`src/rtl/dwt53_pkg.sv`:
```
// ----------------------------------------------------------------------------
// dwt53_pkg
// Shared types and constants of the 2D 5/3 lifting wavelet tile transform.
// ----------------------------------------------------------------------------
package dwt53_pkg;

    // Input command codes
    localparam logic CMD_PUSH = 1'b0;
    localparam logic CMD_READ = 1'b1;

    // Configuration register indexes
    localparam logic [7:0] REG_DIRECTION  = 8'd0;
    localparam logic [7:0] REG_TILE_ROWS  = 8'd1;
    localparam logic [7:0] REG_TILE_COLS  = 8'd2;
    localparam logic [7:0] REG_SCALING_ON = 8'd3;

    // Q1.16 band gains
    localparam logic signed [17:0] GAIN_SQRT2     = 18'sd92682;
    localparam logic signed [17:0] GAIN_INV_SQRT2 = 18'sd46341;

    // Write data select for both memories
    localparam logic [1:0] WSEL_SAMPLE = 2'd0;
    localparam logic [1:0] WSEL_MOVE   = 2'd1;
    localparam logic [1:0] WSEL_LIFT   = 2'd2;

    typedef struct packed {
        logic               cmd;
        logic signed [31:0] sample;
    } t_in_word;

    typedef struct packed {
        logic signed [31:0] coeff;
        logic               status;
        logic               last_coeff;
    } t_out_word;

    typedef struct packed {
        logic       tile_we;
        logic       line_we;
        logic [1:0] wsel;
        logic       src_line;
        logic       prod_en;
        logic       scale_en;
        logic       gain_hi;
        logic       cap_c;
        logic       cap_l;
        logic       lift_pred;
        logic       lift_sub;
        logic       out_load;
        logic       out_nr;
        logic       out_last;
    } t_dp_cmd;

endpackage

```
`src/rtl/dwt53_ctrl.sv`:
```
// ----------------------------------------------------------------------------
// dwt53_ctrl
// Sequencer: loading, read-out, and the per-line load, lift and store passes.
// ----------------------------------------------------------------------------
module dwt53_ctrl #(
    parameter int MAX_ROWS = 64,
    parameter int MAX_COLS = 64
) (
    input  logic                                 i_clk,
    input  logic                                 i_rst_n,
    input  logic                                 i_in_valid,
    input  logic                                 i_in_cmd,
    output logic                                 o_in_stall,
    output logic                                 o_out_valid,
    input  logic                                 i_out_stall,
    input  logic                                 i_cfg_valid,
    input  logic [7:0]                           i_cfg_index,
    input  logic [7:0]                           i_cfg_data,
    output dwt53_pkg::t_dp_cmd                   o_cmd,
    output logic [$clog2(MAX_ROWS*MAX_COLS)-1:0] o_tile_addr,
    output logic [$clog2((MAX_ROWS > MAX_COLS) ? MAX_ROWS : MAX_COLS)-1:0] o_line_addr
);

    localparam int LINE_LEN = (MAX_ROWS > MAX_COLS) ? MAX_ROWS : MAX_COLS;
    localparam int CW = $clog2(LINE_LEN + 2);
    localparam int AW = $clog2(MAX_ROWS * MAX_COLS);
    localparam int LW = $clog2(LINE_LEN);
    localparam int EW = (CW > 7) ? CW : 7;

    localparam logic [3:0] ST_IDLE = 4'd0;
    localparam logic [3:0] ST_RDW  = 4'd1;
    localparam logic [3:0] ST_MV0  = 4'd2;
    localparam logic [3:0] ST_MV1  = 4'd3;
    localparam logic [3:0] ST_MV2  = 4'd4;
    localparam logic [3:0] ST_LF0  = 4'd5;
    localparam logic [3:0] ST_LF1  = 4'd6;
    localparam logic [3:0] ST_LF2  = 4'd7;
    localparam logic [3:0] ST_LF3  = 4'd8;

    localparam logic [1:0] PH_LOAD  = 2'd0;
    localparam logic [1:0] PH_A     = 2'd1;
    localparam logic [1:0] PH_B     = 2'd2;
    localparam logic [1:0] PH_STORE = 2'd3;

    logic [3:0]    r_state, n_state;
    logic          r_dir, n_dir;
    logic [6:0]    r_rows_cfg, n_rows_cfg;
    logic [6:0]    r_cols_cfg, n_cols_cfg;
    logic          r_scal, n_scal;
    logic          r_ready, n_ready;
    logic [CW-1:0] r_ld_row, n_ld_row, r_ld_col, n_ld_col;
    logic [AW-1:0] r_ld_base, n_ld_base;
    logic [CW-1:0] r_rd_row, n_rd_row, r_rd_col, n_rd_col;
    logic [AW-1:0] r_rd_base, n_rd_base;
    logic          r_col_mode, n_col_mode;
    logic          r_second, n_second;
    logic [CW-1:0] r_line, n_line;
    logic [AW-1:0] r_base, n_base;
    logic [1:0]    r_phase, n_phase;
    logic [CW-1:0] r_k, n_k;
    logic [AW-1:0] r_taddr, n_taddr;
    logic          r_out_valid, n_out_valid;
    logic          r_last, n_last;

    logic [EW-1:0] w_rows_ext, w_cols_ext;
    logic [CW-1:0] w_rows, w_cols, w_n, w_nlines, w_nlow, w_map, w_left, w_right;
    logic [CW-1:0] w_mv_idx, w_kp2;
    logic [AW-1:0] w_step, w_inc;
    logic          w_in_fire, w_out_fire, w_rd_last;
    dwt53_pkg::t_dp_cmd w_cmd;
    logic [CW-1:0] w_line_idx;

    // Dimensions as used: clamped to two and the configured maximum.
    always_comb begin
        w_rows_ext = EW'(r_rows_cfg);
        w_cols_ext = EW'(r_cols_cfg);
        if (w_rows_ext < EW'(2)) begin
            w_rows_ext = EW'(2);
        end else if (w_rows_ext > EW'(MAX_ROWS)) begin
            w_rows_ext = EW'(MAX_ROWS);
        end
        if (w_cols_ext < EW'(2)) begin
            w_cols_ext = EW'(2);
        end else if (w_cols_ext > EW'(MAX_COLS)) begin
            w_cols_ext = EW'(MAX_COLS);
        end
    end

    assign w_rows   = CW'(w_rows_ext);
    assign w_cols   = CW'(w_cols_ext);
    assign w_n      = r_col_mode ? w_rows : w_cols;
    assign w_nlines = r_col_mode ? w_cols : w_rows;
    assign w_step   = r_col_mode ? AW'(MAX_COLS) : AW'(1);
    assign w_inc    = r_col_mode ? AW'(1) : AW'(MAX_COLS);
    assign w_nlow   = (w_n + CW'(1)) >> 1;
    assign w_map    = (r_k < w_nlow) ? (r_k << 1) : (((r_k - w_nlow) << 1) | CW'(1));
    assign w_left   = (r_k == '0) ? CW'(1) : (r_k - CW'(1));
    assign w_right  = (r_k == w_n - CW'(1)) ? (w_n - CW'(2)) : (r_k + CW'(1));
    assign w_kp2    = r_k + CW'(2);
    // The deinterleaving map sits on the line buffer side of the scaled move.
    assign w_mv_idx = ((r_phase == PH_LOAD) == r_dir) ? w_map : r_k;

    assign w_in_fire  = i_in_valid && !o_in_stall;
    assign w_out_fire = r_out_valid && !i_out_stall;
    assign w_rd_last  = (r_rd_row == w_rows - CW'(1)) && (r_rd_col == w_cols - CW'(1));

    always_comb begin
        n_state     = r_state;
        n_dir       = r_dir;
        n_rows_cfg  = r_rows_cfg;
        n_cols_cfg  = r_cols_cfg;
        n_scal      = r_scal;
        n_ready     = r_ready;
        n_ld_row    = r_ld_row;
        n_ld_col    = r_ld_col;
        n_ld_base   = r_ld_base;
        n_rd_row    = r_rd_row;
        n_rd_col    = r_rd_col;
        n_rd_base   = r_rd_base;
        n_col_mode  = r_col_mode;
        n_second    = r_second;
        n_line      = r_line;
        n_base      = r_base;
        n_phase     = r_phase;
        n_k         = r_k;
        n_taddr     = r_taddr;
        n_last      = r_last;
        n_out_valid = r_out_valid && !w_out_fire;

        w_cmd           = '0;
        w_cmd.wsel      = dwt53_pkg::WSEL_MOVE;
        w_cmd.src_line  = (r_phase == PH_STORE);
        w_cmd.gain_hi   = (r_k < w_nlow) ^ r_dir;
        w_cmd.scale_en  = r_scal && ((r_phase == PH_LOAD) ? r_dir : !r_dir);
        w_cmd.lift_pred = (r_phase == PH_A) ^ r_dir;
        w_cmd.lift_sub  = (r_phase == PH_A);
        o_tile_addr     = r_taddr;
        w_line_idx      = w_mv_idx;

        case (r_state)
            ST_IDLE: begin
                o_tile_addr = (i_in_cmd == dwt53_pkg::CMD_READ) ? (r_rd_base + AW'(r_rd_col))
                                                                : (r_ld_base + AW'(r_ld_col));
                if (w_in_fire && (i_in_cmd == dwt53_pkg::CMD_PUSH)) begin
                    if (!r_ready) begin
                        w_cmd.tile_we = 1'b1;
                        w_cmd.wsel    = dwt53_pkg::WSEL_SAMPLE;
                        if (r_ld_col == w_cols - CW'(1)) begin
                            n_ld_col  = '0;
                            n_ld_row  = r_ld_row + CW'(1);
                            n_ld_base = r_ld_base + AW'(MAX_COLS);
                            if (r_ld_row == w_rows - CW'(1)) begin
                                // Tile complete: start with rows (forward) or columns.
                                n_ld_row   = '0;
                                n_ld_base  = '0;
                                n_col_mode = r_dir;
                                n_second   = 1'b0;
                                n_line     = '0;
                                n_base     = '0;
                                n_taddr    = '0;
                                n_k        = '0;
                                n_phase    = PH_LOAD;
                                n_state    = ST_MV0;
                            end
                        end else begin
                            n_ld_col = r_ld_col + CW'(1);
                        end
                    end
                end else if (w_in_fire) begin
                    if (r_ready) begin
                        n_state = ST_RDW;
                        n_last  = w_rd_last;
                        if (r_rd_col == w_cols - CW'(1)) begin
                            n_rd_col  = '0;
                            n_rd_row  = r_rd_row + CW'(1);
                            n_rd_base = r_rd_base + AW'(MAX_COLS);
                        end else begin
                            n_rd_col = r_rd_col + CW'(1);
                        end
                        if (w_rd_last) begin
                            n_rd_row  = '0;
                            n_rd_col  = '0;
                            n_rd_base = '0;
                            n_ld_row  = '0;
                            n_ld_col  = '0;
                            n_ld_base = '0;
                            n_ready   = 1'b0;
                        end
                    end else begin
                        w_cmd.out_load = 1'b1;
                        w_cmd.out_nr   = 1'b1;
                        n_out_valid    = 1'b1;
                    end
                end
            end
            ST_RDW: begin
                w_cmd.out_load = 1'b1;
                w_cmd.out_last = r_last;
                n_out_valid    = 1'b1;
                n_state        = ST_IDLE;
            end
            ST_MV0: begin
                n_state = ST_MV1;
            end
            ST_MV1: begin
                w_cmd.prod_en = 1'b1;
                n_state       = ST_MV2;
            end
            ST_MV2: begin
                if (r_phase == PH_LOAD) begin
                    w_cmd.line_we = 1'b1;
                end else begin
                    w_cmd.tile_we = 1'b1;
                end
                if (r_k == w_n - CW'(1)) begin
                    if (r_phase == PH_LOAD) begin
                        n_phase = PH_A;
                        n_k     = r_dir ? CW'(0) : CW'(1);
                        n_state = ST_LF0;
                    end else if (r_line == w_nlines - CW'(1)) begin
                        if (!r_second) begin
                            n_second   = 1'b1;
                            n_col_mode = !r_col_mode;
                            n_line     = '0;
                            n_base     = '0;
                            n_taddr    = '0;
                            n_k        = '0;
                            n_phase    = PH_LOAD;
                            n_state    = ST_MV0;
                        end else begin
                            n_ready = 1'b1;
                            n_state = ST_IDLE;
                        end
                    end else begin
                        n_line  = r_line + CW'(1);
                        n_base  = r_base + w_inc;
                        n_taddr = r_base + w_inc;
                        n_k     = '0;
                        n_phase = PH_LOAD;
                        n_state = ST_MV0;
                    end
                end else begin
                    n_k     = r_k + CW'(1);
                    n_taddr = r_taddr + w_step;
                    n_state = ST_MV0;
                end
            end
            ST_LF0: begin
                w_line_idx = r_k;
                n_state    = ST_LF1;
            end
            ST_LF1: begin
                w_line_idx  = w_left;
                w_cmd.cap_c = 1'b1;
                n_state     = ST_LF2;
            end
            ST_LF2: begin
                w_line_idx  = w_right;
                w_cmd.cap_l = 1'b1;
                n_state     = ST_LF3;
            end
            ST_LF3: begin
                w_line_idx    = r_k;
                w_cmd.line_we = 1'b1;
                w_cmd.wsel    = dwt53_pkg::WSEL_LIFT;
                if (w_kp2 >= w_n) begin
                    if (r_phase == PH_A) begin
                        n_phase = PH_B;
                        n_k     = r_dir ? CW'(1) : CW'(0);
                        n_state = ST_LF0;
                    end else begin
                        n_phase = PH_STORE;
                        n_k     = '0;
                        n_taddr = r_base;
                        n_state = ST_MV0;
                    end
                end else begin
                    n_k     = w_kp2;
                    n_state = ST_LF0;
                end
            end
            default: begin
                n_state = ST_IDLE;
            end
        endcase

        // A write to one of the defined registers aborts the tile in progress.
        if (i_cfg_valid) begin
            case (i_cfg_index)
                dwt53_pkg::REG_DIRECTION:  n_dir      = i_cfg_data[0];
                dwt53_pkg::REG_TILE_ROWS:  n_rows_cfg = i_cfg_data[6:0];
                dwt53_pkg::REG_TILE_COLS:  n_cols_cfg = i_cfg_data[6:0];
                dwt53_pkg::REG_SCALING_ON: n_scal     = i_cfg_data[0];
                default: begin
                end
            endcase
            if (i_cfg_index <= dwt53_pkg::REG_SCALING_ON) begin
                n_ld_row  = '0;
                n_ld_col  = '0;
                n_ld_base = '0;
                n_rd_row  = '0;
                n_rd_col  = '0;
                n_rd_base = '0;
                n_ready   = 1'b0;
                n_state   = ST_IDLE;
            end
        end
    end

    always_ff @(posedge i_clk) begin
        if (!i_rst_n) begin
            r_state     <= ST_IDLE;
            r_dir       <= 1'b0;
            r_rows_cfg  <= 7'd64;
            r_cols_cfg  <= 7'd64;
            r_scal      <= 1'b1;
            r_ready     <= 1'b0;
            r_ld_row    <= '0;
            r_ld_col    <= '0;
            r_ld_base   <= '0;
            r_rd_row    <= '0;
            r_rd_col    <= '0;
            r_rd_base   <= '0;
            r_col_mode  <= 1'b0;
            r_second    <= 1'b0;
            r_line      <= '0;
            r_base      <= '0;
            r_phase     <= PH_LOAD;
            r_k         <= '0;
            r_taddr     <= '0;
            r_out_valid <= 1'b0;
            r_last      <= 1'b0;
        end else begin
            r_state     <= n_state;
            r_dir       <= n_dir;
            r_rows_cfg  <= n_rows_cfg;
            r_cols_cfg  <= n_cols_cfg;
            r_scal      <= n_scal;
            r_ready     <= n_ready;
            r_ld_row    <= n_ld_row;
            r_ld_col    <= n_ld_col;
            r_ld_base   <= n_ld_base;
            r_rd_row    <= n_rd_row;
            r_rd_col    <= n_rd_col;
            r_rd_base   <= n_rd_base;
            r_col_mode  <= n_col_mode;
            r_second    <= n_second;
            r_line      <= n_line;
            r_base      <= n_base;
            r_phase     <= n_phase;
            r_k         <= n_k;
            r_taddr     <= n_taddr;
            r_out_valid <= n_out_valid;
            r_last      <= n_last;
        end
    end

    assign o_in_stall  = (r_state != ST_IDLE) || r_out_valid;
    assign o_out_valid = r_out_valid;
    assign o_cmd       = w_cmd;
    assign o_line_addr = w_line_idx[LW-1:0];

`ifndef SYNTHESIS
    a_no_overwrite: assert property (@(posedge i_clk) disable iff (!i_rst_n)
        w_cmd.out_load |-> !r_out_valid)
        else $error("output register loaded while a word is pending");

    a_lift_in_line: assert property (@(posedge i_clk) disable iff (!i_rst_n)
        (r_state == ST_LF3) |-> (r_k < w_n))
        else $error("lifting index beyond line length");

    a_busy_not_ready: assert property (@(posedge i_clk) disable iff (!i_rst_n)
        (r_state != ST_IDLE && r_state != ST_RDW) |-> !r_ready)
        else $error("tile flagged ready during transform");

    a_tile_wr_store: assert property (@(posedge i_clk) disable iff (!i_rst_n)
        (w_cmd.tile_we && r_state != ST_IDLE) |-> (r_phase == PH_STORE))
        else $error("tile store written outside the store pass");
`endif

endmodule

```
`config.mk`:
```
export PLATFORM = sky130hd
export DESIGN_NAME = dwt53_ctrl
export DESIGN_NICKNAME = d
export VERILOG_FILES = /design/src/rtl/dwt53_pkg.sv /design/src/rtl/dwt53_ctrl.sv
export SDC_FILE = /design/constraint.sdc
export NUM_CORES = 1
export LEC_CHECK = 0
export ABC_AREA = 1
export BUFFER_PORTS_ARGS = -buffer_cell sky130_fd_sc_hd__buf_2
export CAP_MARGIN = 0
export CORE_ASPECT_RATIO = 0.9
export CORE_UTILIZATION = 60
export CTS_BUF_LIST = sky130_fd_sc_hd__clkbuf_2 sky130_fd_sc_hd__clkbuf_4 sky130_fd_sc_hd__clkbuf_8
export CTS_CLUSTER_DIAMETER = 80
export CTS_CLUSTER_SIZE = 28
export DETAILED_ROUTE_END_ITERATION = 8
export GPL_ROUTABILITY_DRIVEN = 0
export PLACE_DENSITY = 0.85
export SLEW_MARGIN = 20
export SYNTH_ARGS = -nofsm -noshare
export SYNTH_HDL_FRONTEND = slang
export SYNTH_SLANG_ARGS = --single-unit
```
`constraint.sdc`:
```
create_clock -name i_clk -period 9.8 [get_ports i_clk]
set_clock_uncertainty 0.2 [all_clocks]
set_input_delay 1.96 -clock i_clk [delete_from_list [all_inputs] [get_ports i_clk]]
set_output_delay 1.96 -clock i_clk [all_outputs]
set_load 0.005 [all_outputs]
```
==> results.yml <==
grt:
  gr-usage-all-layers_pct: 34.0
  grt_first_pass_wirelength_um: 47900
  grt_max_degree: 49
  overflow: 0
  antenna_found_initial: 0
  grt_pass1_vias: 9874
hold_path:
  whs_path_depth: 2
  holdCritPathClass: "register to register"
  min-delay-start: "r_ld_base[3]$_SDFF_PN0_"
  whs_endpoint: "r_ld_base[3]$_SDFF_PN0_"
placed_design:
  port_buffers: 55
  post-place-ws_ps: 3550
  dpl.hpwl_um: 21500
final_layout:
  fin_util_pct: 66.8
  nets: 1798
  antenna_cells: 0
  area_delta_synth_final_pct: 7.14
  drive_gt1_share_pct: 8.38
  fill_cells: 1504
synthesis:
  synthFlopType: "dfxtp_1"
  ys_seq_area_share_pct: 23.0
  netlist_area_um2: 10200
  yosysTopAreaCellShare_pct: 23.0
  synth-edff-count: 0
  synthDistinctLibCells: 44
  synth.avg_cell_area_um2: 6.04
  synth_cells: 1688
  ys_async_sr_fraction_pct: 0
  syn_nets: 1769
  synth-seq-cells: 117
  yosys_warnings: 0
  synth_top_cell_by_area: "dfxtp_1"
  yosys-top-cells-area: "dfxtp_1, nand2_1, nor2_1"
route:
  viasPerCell: 5.77
  drtIter0Drc: 1296
  drc: 0
  wl_um: 29000
  wirelength_met1_um: 12800
  wl_met2_um: 12800
  drt-pass1-iter-count: 6
  maxUsedRoutingLayer: "met4"
  ant_nets: 0
  dr_wl_met3_um: 2690
  wl_per_cell_um: 15.0
  route.vias.total: 11172
timing:
  max_freq_mhz: 146
  maxSlewViolCount: 0
  layout_setup_ws_ps: 2970
  setup_tns_ps: 0
  rsz0062_at_grt: "false"
  setup_violations: 0
  relSlewSlack_pct: 32.4
  timing.hold.ws_ps: 255
  hold_viol_final: 0
  worst_pin_slew_ps: 1010
  period_minus_slack_ps: 6830
  finalCritPeriodShare_pct: 69.7
pwr:
  combPwrFrac_pct: 5.8
  pwr-share-seq_pct: 49.0
  p_sw_share_pct: 25.6
  ir_drop_mv: 0.115
  switching_power_w: 0.000255
  power_density_nw_per_um2: 91.1
  power_frac_clock_pct: 45.2
  leakagePower_nw: 5.31
  power_w: 0.000995
  internal_power_w: 0.000740
floorplanning:
  die_y_um: 126
  start_util_pct: 62.3
  core_um2: 16400
  io_pins: 57
  num_rows: 44
  die_w_um: 139
  die_area_um2: 17500
setup_path:
  timing.rr.start: "r_cols_cfg[6]$_SDFFE_PN1P_"
  worstPathArrival_ps: 4670
  r2r_setup_slack_ps: 5320
  crit_path_cell_trace: "nor2_1, nand3_1, nand2_1, o21ai_0, inv_1, ha_1, xnor2_1, ha_1, nand2_1, nand2_1, a21oi_1, nor2_1, o21ai_0, a21boi_0, nor2_1, nand2_1, a21oi_1, o21ai_0, o21ai_0, nand2_1, nand4_1, buf_2"
  cp_num_buf_inv: 2
  max_stage_delay_ps: 740
  start_kind: "register"
  worst_ep_required_time_ps: 7640
  rr_worst_depth: 18
  worst_setup_path_end_kind: "output pin"
  critPathTopFamily: "compound AO/OA/AOI/OAI gates"
  worst_path_most_repeated_cell: "nand2_1"
  path_max_fanout: 8
  r2r-end: "r_taddr[4]$_SDFFE_PN0P_"
  cp_slowest_cell: "o21ai_0"
  critical_path_class: "register to output pin"
clock_tree:
  cts_tree: "built"
  clockBufferDepth: 2
  cts_resized: 0
  postCtsSetupRepairBufs: 0
  cts-root-buf: "clkbuf_8"
  clk-insertion-delay-late_ps: 470
  clock_sinks: 117
  numCtsBuffers: 17
  clkSlewWorstSetupHoldPaths_ps: 70
  hold_buffers: 0
  htreeDepth: 4
job:
  drv_cap: 0
outcome:
  status: "finished, final reports clean"
==> worst max path at each step <==
stage / start / endpoint / slack (ps) / depth (start not counted)
finish: r_rows_cfg[6]$_SDFFE_PN1P_ / o_line_addr[1] / 2970 / 22
global route: r_rows_cfg[6]$_SDFFE_PN1P_ / o_line_addr[1] / 2560 / 22
CTS: r_rows_cfg[6]$_SDFFE_PN1P_ / o_line_addr[1] / 3040 / 22
detailed placement: r_rows_cfg[6]$_SDFFE_PN1P_ / o_line_addr[1] / 3550 / 22
global placement: r_rows_cfg[6]$_SDFFE_PN1P_ / o_line_addr[3] / 3620 / 21
floorplan: r_col_mode$_SDFFE_PN0P_ / o_line_addr[4] / 4260 / 21
==> layout by cell type (no fill, tap or decap), types with 5 or more instances in the layout <==
cell	Yosys	routed
nand3_1	144	144
nor2_1	212	211
nand4_1	31	31
nor2_4	7	7
clkinv_2	0	6
xnor2_1	13	13
xor2_1	59	59
clkbuf_8	0	18
nor2_2	6	7
nand2_2	11	11
inv_1	189	189
a31oi_1	15	15
buf_4	2	6
or2_2	6	6
ha_1	56	56
dfxtp_1	117	117
nand2_4	5	5
nor3_1	21	21
nand3b_1	7	7
nand2_1	454	454
inv_2	6	6
o211ai_1	13	13
o21ai_0	110	110
a21oi_1	116	116
buf_2	11	55
o22ai_1	5	5
==> synth_stat cells, types with 2 or more instances <==
library cell / instances
nand3b_1: 7
clkinv_1: 3
o22ai_1: 5
o211ai_1: 13
o21bai_1: 3
nor2_4: 7
inv_2: 6
nor2_1: 212
clkbuf_1: 34
nor2_2: 6
nor3_1: 21
o21ai_0: 110
nand3_2: 3
nand2_1: 454
buf_4: 2
nand2_2: 11
buf_6: 4
nand2_4: 5
nand4_1: 31
nor2_8: 2
fa_1: 3
xnor2_1: 13
or2_2: 6
o21ai_2: 2
dfxtp_1: 117
ha_1: 56
buf_2: 11
a31oi_1: 15
xor2_1: 59
nor4_1: 3
nand3_4: 2
inv_1: 189
a21oi_1: 116
nor3b_1: 4
nand3_1: 144
==> registers in the layout, indices dropped and copies added, names as in the netlist, 7 cells and up <==
register / cells
r_k: 7
r_rows_cfg: 7
r_rd_row: 7
r_taddr: 12
r_ld_col: 7
r_rd_col: 7
r_cols_cfg: 7
r_line: 7
r_ld_base: 12
r_rd_base: 12
r_base: 12
r_ld_row: 7
==> logic make-up after synthesis <==
group                      Yosys count  synth area share (%)
adders and majority gates           59                  7.46
DFF                                117                  23.0
buffers and inverters              249                  9.67
AOI/OAI and AO/OA                  271                  14.3
and+or+nand+nor                    920                  39.4
xor gates and xnor gates            72                  6.19
==> layer usage <==
metal | track usage [%] | up-vias
li1 | - | 5550
met3 | 5.51 | 55
met5 | 0 | -
met4 | 12.2 | 0
met2 | 53.4 | 531
met1 | 46.9 | 5036
==> worst register-to-register path, stage by stage, from the launching register on <==
cell,delay (ps)
dfxtp_1,380
nor2_1,270
nand3_1,230
nand2_1,190
inv_1,100
nand2_1,60
o21ai_0,330
ha_1,480
nor2_1,50
nor3_1,260
nand3_1,220
inv_1,100
nand3_1,70
nor2_1,650
nand3_1,290
nand3_4,300
nand2_1,80
nand2_1,60
nor2_1,60
==> layout make-up <==
type                    instances  area (um^2)  area share (%)
flip-flops and latches        117         2340            21.4
clock inverters                10          106           0.974
inverters                     198          743            6.81
multi-input cells            1322         6870            62.9
well taps                     207          259            2.37
clock buffers                  22          278            2.54
repair buffers                 61          320            2.93
==> power by group through the flow <==
stage	logic (W)	clock network [W]	registers [W]
after floorplan	0.0000397	0	0.000495
after global placement	0.0000549	0	0.000498
after detailed placement	0.0000562	0	0.000498
after CTS	0.0000567	0.000451	0.000487
after global routing	0.0000641	0.000475	0.000488
final	0.0000575	0.000450	0.000487
==> through the flow <==
stage          cell area, um^2  std cells
2_1_floorplan            10200       1688
3_3_place_gp             10500       1905
3_5_place_dp             10500       1905
4_1_cts                  10900       1937
5_1_grt                  10900       1937
6_report                 10900       1937
No activity file was read; power rests on OpenSTA's default activity.
